===== src/design/kpc_pkg.sv =====
// shared types, constants and helper functions of the kermit prefix codec
// no dependencies
package kpc_pkg;

    localparam logic [7:0] CH_Y      = 8'h59;
    localparam logic [7:0] CH_AMP    = 8'h26;
    localparam logic [7:0] CH_SPACE  = 8'd32;
    localparam logic [7:0] RANGE_LO1 = 8'd32;
    localparam logic [7:0] RANGE_HI1 = 8'd62;
    localparam logic [7:0] RANGE_LO2 = 8'd96;
    localparam logic [7:0] RANGE_HI2 = 8'd126;
    localparam logic [6:0] CH_DEL    = 7'd127;
    localparam logic [6:0] CTL_LIMIT = 7'd32;
    localparam logic [7:0] HIGH_BIT  = 8'h80;
    localparam logic [7:0] CTL_FLIP  = 8'h40;

    localparam logic REG_CTL = 1'b0;
    localparam logic REG_BIN = 1'b1;

    typedef enum logic {
        OP_ENCODE = 1'b0,
        OP_DECODE = 1'b1
    } t_op;

    typedef struct packed {
        logic [7:0] qc;
        logic [7:0] qb;
        logic       ce;
        logic       be;
    } t_prefix_cfg;

    typedef struct packed {
        logic [1:0]      count;
        logic [2:0][7:0] bytes;
        logic            pend_ctl;
        logic            pend_bin;
    } t_expand;

    function automatic logic in_prefix_range(input logic [7:0] c);
        return (c >= RANGE_LO1 && c <= RANGE_HI1) || (c >= RANGE_LO2 && c <= RANGE_HI2);
    endfunction

    function automatic logic is_ctl_char(input logic [7:0] c);
        return (c[6:0] == CH_DEL) || (c[6:0] < CTL_LIMIT);
    endfunction

endpackage


===== src/design/kpc_in_if.sv =====
// input channel of the kermit prefix codec: op and data byte
// uses no package
interface kpc_in_if;
    logic       valid;
    logic       ready;
    logic       op;
    logic [7:0] data_byte;

    modport source (output valid, output op, output data_byte, input ready);
    modport sink (input valid, input op, input data_byte, output ready);
endinterface


===== src/design/kpc_out_if.sv =====
// output channel of the kermit prefix codec: result byte and last flag
// uses no package
interface kpc_out_if;
    logic       valid;
    logic       ready;
    logic [7:0] out_byte;
    logic       last;

    modport source (output valid, output out_byte, output last, input ready);
    modport sink (input valid, input out_byte, input last, output ready);
endinterface


===== src/design/kpc_cfg.sv =====
// apb register file for the two prefix characters and their enable logic
// depends on kpc_pkg
module kpc_cfg
    import kpc_pkg::*;
(
    input  logic        i_clk,
    input  logic        i_rst_n,
    input  logic        psel,
    input  logic        penable,
    input  logic        pwrite,
    input  logic [2:0]  paddr,
    input  logic [31:0] pwdata,
    output logic [31:0] prdata,
    output logic        pready,
    output t_prefix_cfg o_cfg
);

    logic [7:0] r_ctl;
    logic [7:0] r_bin;
    logic       wr_en;
    logic [7:0] qb;

    assign pready = 1'b1;
    assign wr_en  = psel && penable && pwrite;

    always_ff @(posedge i_clk) begin
        if (!i_rst_n) begin
            r_ctl <= 8'd35;
            r_bin <= CH_SPACE;
        end else if (wr_en) begin
            unique case (paddr[2])
                REG_CTL: r_ctl <= pwdata[7:0];
                REG_BIN: r_bin <= pwdata[7:0];
                default: ;
            endcase
        end
    end

    assign prdata = {24'd0, (paddr[2] == REG_BIN) ? r_bin : r_ctl};

    assign qb = (r_bin == CH_Y) ? CH_AMP : r_bin;

    always_comb begin
        o_cfg.qc = r_ctl;
        o_cfg.qb = qb;
        o_cfg.ce = (r_ctl != qb) && (r_ctl != CH_SPACE) && in_prefix_range(r_ctl);
        o_cfg.be = (r_ctl != qb) && (qb != CH_SPACE) && in_prefix_range(qb);
    end

endmodule


===== src/design/kpc_expand.sv =====
// expands one item into up to three result bytes and the next decode flags
// depends on kpc_pkg
module kpc_expand
    import kpc_pkg::*;
(
    input  t_prefix_cfg i_cfg,
    input  t_op         i_op,
    input  logic [7:0]  i_byte,
    input  logic        i_pend_ctl,
    input  logic        i_pend_bin,
    output t_expand     o_exp
);

    logic       hb;
    logic [7:0] b1;
    logic       tail2;
    logic [7:0] t1;
    logic [7:0] v;
    logic       qc_hit;
    logic       qb_hit;

    always_comb begin
        hb     = i_cfg.be && i_byte[7];
        b1     = hb ? (i_byte ^ HIGH_BIT) : i_byte;
        tail2  = i_cfg.ce && ((b1 == i_cfg.qc) || (i_cfg.be && b1 == i_cfg.qb)
                 || is_ctl_char(b1));
        priority if (b1 == i_cfg.qc) begin
            t1 = i_cfg.qc;
        end else if (i_cfg.be && b1 == i_cfg.qb) begin
            t1 = i_cfg.qb;
        end else begin
            t1 = b1 ^ CTL_FLIP;
        end

        qc_hit = (i_byte == i_cfg.qc);
        qb_hit = i_cfg.be && (i_byte == i_cfg.qb);
        v      = (qc_hit || qb_hit) ? i_byte : (i_byte ^ CTL_FLIP);
        if (i_pend_bin) begin
            v = v ^ HIGH_BIT;
        end

        o_exp.pend_ctl = i_pend_ctl;
        o_exp.pend_bin = i_pend_bin;
        o_exp.bytes    = '0;
        o_exp.count    = 2'd1;

        unique case (i_op)
            OP_ENCODE: begin
                if (hb) begin
                    o_exp.bytes[0] = i_cfg.qb;
                    o_exp.bytes[1] = tail2 ? i_cfg.qc : b1;
                    o_exp.bytes[2] = t1;
                    o_exp.count    = tail2 ? 2'd3 : 2'd2;
                end else begin
                    o_exp.bytes[0] = tail2 ? i_cfg.qc : b1;
                    o_exp.bytes[1] = t1;
                    o_exp.count    = tail2 ? 2'd2 : 2'd1;
                end
            end
            OP_DECODE: begin
                priority if (i_pend_ctl) begin
                    o_exp.bytes[0] = v;
                    o_exp.pend_ctl = 1'b0;
                    o_exp.pend_bin = 1'b0;
                end else if (i_pend_bin) begin
                    if (i_cfg.ce && qc_hit) begin
                        o_exp.pend_ctl = 1'b1;
                        o_exp.count    = 2'd0;
                    end else begin
                        o_exp.bytes[0] = i_byte ^ HIGH_BIT;
                        o_exp.pend_bin = 1'b0;
                    end
                end else if (i_cfg.ce && qc_hit) begin
                    o_exp.pend_ctl = 1'b1;
                    o_exp.count    = 2'd0;
                end else if (qb_hit) begin
                    o_exp.pend_bin = 1'b1;
                    o_exp.count    = 2'd0;
                end else begin
                    o_exp.bytes[0] = i_byte;
                end
            end
            default: ;
        endcase
    end

endmodule


===== src/design/kpc_seq.sv =====
// decode flags, expansion register and output register; one result byte per cycle unless the output stalls
// depends on kpc_pkg, kpc_expand
module kpc_seq
    import kpc_pkg::*;
(
    input  logic        i_clk,
    input  logic        i_rst_n,
    input  t_prefix_cfg i_cfg,
    input  logic        i_in_valid,
    output logic        o_in_ready,
    input  logic        i_in_op,
    input  logic [7:0]  i_in_byte,
    output logic        o_out_valid,
    input  logic        i_out_ready,
    output logic [7:0]  o_out_byte,
    output logic        o_out_last
);

    logic            r_pend_ctl;
    logic            r_pend_bin;
    logic            r_exp_v;
    logic [1:0]      r_cnt;
    logic [1:0]      r_idx;
    logic [2:0][7:0] r_bytes;
    logic            r_out_v;
    logic [7:0]      r_out_byte;
    logic            r_out_last;

    t_expand n_exp;
    logic    out_load;
    logic    push;
    logic    is_last;
    logic    accept;

    kpc_expand u_expand (
        .i_cfg      (i_cfg),
        .i_op       (t_op'(i_in_op)),
        .i_byte     (i_in_byte),
        .i_pend_ctl (r_pend_ctl),
        .i_pend_bin (r_pend_bin),
        .o_exp      (n_exp)
    );

    assign out_load   = !r_out_v || i_out_ready;
    assign push       = r_exp_v && out_load;
    assign is_last    = (r_idx + 2'd1) == r_cnt;
    assign o_in_ready = !r_exp_v || (push && is_last);
    assign accept     = i_in_valid && o_in_ready;

    always_ff @(posedge i_clk) begin
        if (!i_rst_n) begin
            r_pend_ctl <= 1'b0;
            r_pend_bin <= 1'b0;
            r_exp_v    <= 1'b0;
            r_out_v    <= 1'b0;
            r_idx      <= 2'd0;
        end else begin
            if (accept) begin
                r_pend_ctl <= n_exp.pend_ctl;
                r_pend_bin <= n_exp.pend_bin;
                r_exp_v    <= n_exp.count != 2'd0;
                r_idx      <= 2'd0;
            end else if (push) begin
                if (is_last) begin
                    r_exp_v <= 1'b0;
                end else begin
                    r_idx <= r_idx + 2'd1;
                end
            end
            if (out_load) begin
                r_out_v <= push;
            end
        end
    end

    // payload, no reset
    always_ff @(posedge i_clk) begin
        if (accept) begin
            r_cnt   <= n_exp.count;
            r_bytes <= n_exp.bytes;
        end
        if (push) begin
            r_out_byte <= r_bytes[r_idx];
            r_out_last <= is_last;
        end
    end

    assign o_out_valid = r_out_v;
    assign o_out_byte  = r_out_byte;
    assign o_out_last  = r_out_last;

endmodule


===== src/design/kermit_prefix_codec_top.sv =====
// top level of the kermit prefix codec: apb registers and the byte sequencer
// depends on kpc_pkg, kpc_in_if, kpc_out_if, kpc_cfg, kpc_seq
//
// channel   dir  handshake        payload
// i_in      in   valid/ready      op, data_byte
// o_out     out  valid/ready      out_byte, last
// apb       in   psel/penable     paddr[2] selects ctl_prefix (0) or bin_prefix (4)
//
// one result byte per cycle unless the output stalls: an encoded item gives 1 to 3 bytes,
// a decoded item 0 or 1, set by the single expansion register that feeds the output register
// a decode prefix byte gives no result and leaves the expansion register empty
// synchronous active-low reset clears flags and valids; prefixes reset to '#' and ' '
// a stalled output keeps its byte; the next item is taken as the last byte moves out
module kermit_prefix_codec_top
    import kpc_pkg::*;
(
    input  logic        i_clk,
    input  logic        i_rst_n,
    kpc_in_if.sink      i_in,
    kpc_out_if.source   o_out,
    input  logic        psel,
    input  logic        penable,
    input  logic        pwrite,
    input  logic [2:0]  paddr,
    input  logic [31:0] pwdata,
    output logic [31:0] prdata,
    output logic        pready
);

    t_prefix_cfg cfg;

    kpc_cfg u_cfg (
        .i_clk   (i_clk),
        .i_rst_n (i_rst_n),
        .psel    (psel),
        .penable (penable),
        .pwrite  (pwrite),
        .paddr   (paddr),
        .pwdata  (pwdata),
        .prdata  (prdata),
        .pready  (pready),
        .o_cfg   (cfg)
    );

    kpc_seq u_seq (
        .i_clk       (i_clk),
        .i_rst_n     (i_rst_n),
        .i_cfg       (cfg),
        .i_in_valid  (i_in.valid),
        .o_in_ready  (i_in.ready),
        .i_in_op     (i_in.op),
        .i_in_byte   (i_in.data_byte),
        .o_out_valid (o_out.valid),
        .i_out_ready (o_out.ready),
        .o_out_byte  (o_out.out_byte),
        .o_out_last  (o_out.last)
    );

endmodule


===== src/flat_wrapper.sv =====
// flat-port wrapper written by rule: the top's interface ports become plain ports
module kermit_prefix_codec_top_flat import kpc_pkg::*;
  (i_clk, i_rst_n, psel, penable, pwrite, paddr, pwdata, prdata, pready, i_in_valid, i_in_op, i_in_data_byte, i_in_ready, o_out_valid, o_out_out_byte, o_out_last, o_out_ready);
  kpc_in_if i_in_i ();
  kpc_out_if o_out_i ();
  input  logic i_clk;
  input  logic i_rst_n;
  input  logic psel;
  input  logic penable;
  input  logic pwrite;
  input  logic [2:0] paddr;
  input  logic [31:0] pwdata;
  output logic [31:0] prdata;
  output logic pready;
  input wire logic [$bits(i_in_i.valid)-1:0] i_in_valid;
  input wire logic [$bits(i_in_i.op)-1:0] i_in_op;
  input wire logic [$bits(i_in_i.data_byte)-1:0] i_in_data_byte;
  output wire logic [$bits(i_in_i.ready)-1:0] i_in_ready;
  output wire logic [$bits(o_out_i.valid)-1:0] o_out_valid;
  output wire logic [$bits(o_out_i.out_byte)-1:0] o_out_out_byte;
  output wire logic [$bits(o_out_i.last)-1:0] o_out_last;
  input wire logic [$bits(o_out_i.ready)-1:0] o_out_ready;
  assign i_in_i.valid = i_in_valid;
  assign i_in_i.op = i_in_op;
  assign i_in_i.data_byte = i_in_data_byte;
  assign i_in_ready = i_in_i.ready;
  assign o_out_valid = o_out_i.valid;
  assign o_out_out_byte = o_out_i.out_byte;
  assign o_out_last = o_out_i.last;
  assign o_out_i.ready = o_out_ready;
  kermit_prefix_codec_top u_core (.i_clk(i_clk), .i_rst_n(i_rst_n), .i_in(i_in_i), .o_out(o_out_i), .psel(psel), .penable(penable), .pwrite(pwrite), .paddr(paddr), .pwdata(pwdata), .prdata(prdata), .pready(pready));
endmodule

===== config.mk =====
export PLATFORM = sky130hd
export DESIGN_NAME = kermit_prefix_codec_top_flat
export DESIGN_NICKNAME = d
export VERILOG_FILES = /design/src/design/kpc_pkg.sv /design/src/design/kpc_in_if.sv /design/src/design/kpc_out_if.sv /design/src/design/kpc_cfg.sv /design/src/design/kpc_expand.sv /design/src/design/kpc_seq.sv /design/src/design/kermit_prefix_codec_top.sv /design/src/flat_wrapper.sv
export SDC_FILE = /design/constraint.sdc
export NUM_CORES = 1
export LEC_CHECK = 0
export ABC_AREA = 1
export CAP_MARGIN = 20
export CORE_UTILIZATION = 53
export CTS_CLUSTER_SIZE = 8
export DETAILED_ROUTE_END_ITERATION = 10
export DONT_BUFFER_PORTS = 1
export MAX_ROUTING_LAYER = met4
export PLACE_DENSITY = 0.68
export RECOVER_POWER = 50
export SYNTH_ARGS = -nofsm -noshare
export SYNTH_HDL_FRONTEND = slang
export SYNTH_SLANG_ARGS = --single-unit

===== constraint.sdc =====
create_clock -name i_clk -period 3 [get_ports i_clk]
set_input_delay 0.6 -clock i_clk [delete_from_list [all_inputs] [get_ports i_clk]]
set_output_delay 0.6 -clock i_clk [all_outputs]
set_load 0.05 [all_outputs]

==> results.md <==
* Seq cells post-synth at 57
* Post-DR vias/cell at 5.298
* Biggest area consumer among synthesized cells: edfxtp_1
* Endpoint class of the critical path: register
* Switching power as a share of total power at 0.3123
* Clk network pwr share at 0.336
* RSZ-0062 raised after global routing: no
* Most frequent cells after synthesis: 90 x nand2_1, 58 x nand3_1, 46 x nor2_1
* Warnings, synthesis at 0
* Sequential share of power at 0.482
* Area growth syn-to-layout at 7.738%
* Actual slew at the worst max-slew pin at 0.7181 ns
* Async SR Flop Fraction at 0
* Number of max-slew violations in the final report at 0
* Antenna violations before repair at 0
* Cells after Synth at 470
* Port Buf Inserts at 0
* Sum of negative setup slack at 0 ns
* CP Cell Sequence: inv_2 -> nand2_1 -> nor2_1 -> nand2_4 -> buf_4 -> nand3_1 -> nand2_1 -> nor2_1 -> nor3b_2 -> nand2_2 -> nand2_1 -> clkinv_1 -> nand2_4 -> nand2_8 -> ha_1 -> or2_2 -> nand3_1 -> nand2_1 -> a21oi_1
* Number of ports placed on the die boundary at 95
* Main area contributors after synthesis: edfxtp_1 29%, dfxtp_1 12%, nand2_1 9.5%, nand3_1 8.1%, buf_4 5.7%
* Number of antenna repair diodes at 0
* Final-layout fill cell count at 602
* CP max stage cell: dfxtp_1
* Hold Crit Depth at 2
* Share of final-layout standard cells stronger than drive strength 1 at 0.1247
* Count of flip-flops with a built-in enable after synthesis at 35
* Clock buffer depth at 2
* Latest clock arrival within the worst-skew pair at 0.34 ns
* Sequential fraction of the synthesis area at 0.4174
* Power density over cell area at 519.3 nW/um^2
* Outcome: complete, but fails checks
* Type of the tightest min-delay check: primary input to register
* Routed length per instance at 14.33 microns
* Floorplan die height at 84.11 microns
* Worst ir drop on vdd at 310.6 uV
* Synth cell types at 36
* CTS tree: built
* Number of endpoints with negative hold slack in the final report at 0
* Sum of overflow across all layers after global routing at 0
* Crit path setup slack, layout at 0.2030 ns
* Worst Hold Launch: i_rst_n
* Total routed wirelength at 8.228 mm
* Vias in the first global route at 2778
* Predominant post-synthesis flop cell: edfxtp_1
* Arrival @ worst endpoint at 3.07 ns
* Pre-CTS setup slack at 0.1429 ns
* Max-cap check violation count at 0
* Hold path endpoint: u_core.u_cfg.r_bin[0]
* FF-to-FF Start: u_core.u_cfg.r_bin[7]
* XOR/XNOR Fraction of Synth Area at 0.03186
* Detailed-placement wirelength estimate at 6.382 mm
* Area share of and/or/nand/nor cells after synthesis at 0.3050
* Critical path's most frequent cell: nand2_1
* Maximum fanout encountered on the critical timing path at 13
* First-pass GRT wire length at 13.39 mm
* Summed area of non-filler cells in the final layout at 3850 sq um
* R2R Path End: u_core.u_seq.r_exp_v
* Area of placed instances at 3702 sq um
* Biggest cell delay along the critical path at 0.32 ns
* Failing checks: DRC
* Remaining max-slew budget at the tightest pin at 0.5213
* Cell count of the worst reg-to-reg path at 19
* Pre-antenna DRT Iters at 7
* Portion of synthesized cell area occupied by the leading cell type at 0.2941
* Critical path launch point type: register
* Number of routed nets with antenna violations at 0
* Internal power consumption at 0.001375 W
* Final Cycle Share at 0.9323
* Achievable clock frequency at 357.5 MHz
* Clock-pin slew on the worst setup and hold paths at 0.07 ns
* Final Setup Violations at 0
* Width of the die at 84.11 microns
* Switching power total at 0.0006243 W
* Largest family of logic cells by synthesized area: simple AND/OR/NAND/NOR gates
* Total via count after detailed routing at 3041
* Kind of cell with the highest combined delay on the critical path: simple AND/OR/NAND/NOR gates
* Multiplexer fraction of the synthesized cell area at 0
* Number of cell rows at 29
* Number of levels in the clock H-tree at 3
* Clock tree root driver cell: clkbuf_8
* Skew final at 0.009515 ns
* Setup slack, reg-to-reg at 0.20 ns
* Post-synthesis instance area at 3573 sq um
* Synthesized-area fraction occupied by ao, oa, aoi and oai cells at 0.1096
* Setup Crit Path Kind: register to register
* Largest net degree at the start of global routing at 27
* Die area at 7074 sq um
* Total power of the final layout at 0.001999 W
* # hold bufs at CTS at 0
* Clock Sinks at 57
* Initial standard-cell utilization of the core at 0.5564
* Nets@finish at 544
* Number of remaining DRC errors at 7
* Area of the core at 6422 sq um
* Most repeated cell in the gate-level netlist after synthesis: nand2_1
* Final Wtd Congestion at 0.9799
* Total global-route track usage at 0.2547
* Required time of the critical path at 3.27 ns
* Leak at 1.694 nW
* Synthesized area divided by synthesized cell count at 7.603 sq um
* Buffers and inverters on the worst path at 3
* First-iteration detailed-routing DRC count at 165
* Post-synthesis share of cell area spent on full adders, half adders and majority gates at 0.003501
* Comb pwr share at 0.182
* Minimum clock period at 2.797 ns
* Number of buffers inserted during clock tree synthesis at 9
## worst max path at each step
stage                                     start                       to  depth (start not counted)
after floorplan           u_core.u_seq.r_idx[1]  u_core.u_seq.r_bytes[0]                          8
after global placement    u_core.u_cfg.r_bin[2]     u_core.u_seq.r_exp_v                         20
after detailed placement  u_core.u_cfg.r_bin[2]     u_core.u_seq.r_exp_v                         19
after CTS                 u_core.u_cfg.r_bin[2]     u_core.u_seq.r_exp_v                         19
after global routing      u_core.u_cfg.r_bin[7]     u_core.u_seq.r_exp_v                         22
final                     u_core.u_cfg.r_bin[7]     u_core.u_seq.r_exp_v                         19
## area by class of cell
cell class	instances	area, sq um	area share
flip-flops and latches	57	1491	0.3874
clock inverters	5	46.29	0.01202
clock buffers	11	131.4	0.03412
repair buffers	29	180.2	0.04680
inverters	50	187.7	0.04875
well taps	77	96.34	0.02502
multi-input cells	345	1717	0.4459
## sequential cells by signal (all words and copies together) (netlist names), 2 cells and up
name,count
u_core.u_cfg.r_ctl,8
u_core.u_seq.r_cnt,2
u_core.u_seq.r_bytes,24
u_core.u_seq.o_out_byte,8
u_core.u_seq.r_idx,2
u_core.u_cfg.r_bin,8
## cell families (layout without fill, tap and decap cells)
kind of cell / count (synthesis) / count (layout)
other: 2 / 26
XOR/XNOR: 13 / 13
AO/OA/AOI/OAI: 71 / 71
buffers and inverters: 92 / 95
adder cells (fa/ha/maj): 1 / 1
flip-flops: 57 / 57
AND/OR/NAND/NOR: 234 / 234
## cell usage in the layout, fill, tap and decap left out, drive strengths merged, types with 21 or more instances in the layout
cell,n
nand2,107
nand3,59
nor2,49
inv,47
edfxtp,35
o21ai,34
conb,26
a21oi,24
dfxtp,22
clkbuf,21
## routing by layer
layer / GRT usage / routed length, microns / part of all wire / up-vias
met5: - / 0 / 0 / -
met4: 0.1379 / 237 / 0.029 / 0
met3: 0.04847 / 371 / 0.045 / 19
met2: 0.4195 / 4064 / 0.49 / 101
met1: 0.2939 / 3555 / 0.43 / 1371
li1: - / - / - / 1550
## worst reg2reg max path, cell delays in order, from the launching register on
cell and delay (ns):
dfxtp_1 0.32, inv_2 0.08, nand2_1 0.05, nor2_1 0.16, nand2_4 0.16, buf_4 0.19, nand3_1 0.06, nand2_1 0.05
nor2_1 0.22, nor3b_2 0.24, nand2_2 0.09, nand2_1 0.07, clkinv_1 0.09, nand2_4 0.10, nand2_8 0.05, ha_1 0.26
or2_2 0.28, nand3_1 0.09, nand2_1 0.05, a21oi_1 0.10
## power groups by stage
stage                     registers (W)  clock network, W  logic [W]
final                          0.000963          0.000671   0.000364
after global routing           0.000969          0.000722   0.000400
after CTS                      0.000963          0.000687   0.000370
after detailed placement       0.000980                 0   0.000369
after global placement         0.000979                 0   0.000365
after floorplan                0.000975                 0   0.000324
## through the flow
step                      cells  hold WS, ns    util
after detailed placement    558       0.4872  0.5765
after CTS                   574       0.3782  0.6041
after global routing        574       0.3927  0.5995
final                       574       0.3925  0.5995
after floorplan             494       0.4624       -
after global placement      558       0.4814  0.5765
## timing repair
| action | 4_1_cts | 5_1_grt |
|---|---|---|
| setup buffers | 0 | 0 |
| resized for setup | 0 | 2 |
| endpoints found under the setup margin | 0 | 1 |
| hold endpoints to repair | 0 | 0 |
No activity file was read; power rests on OpenSTA's default activity.
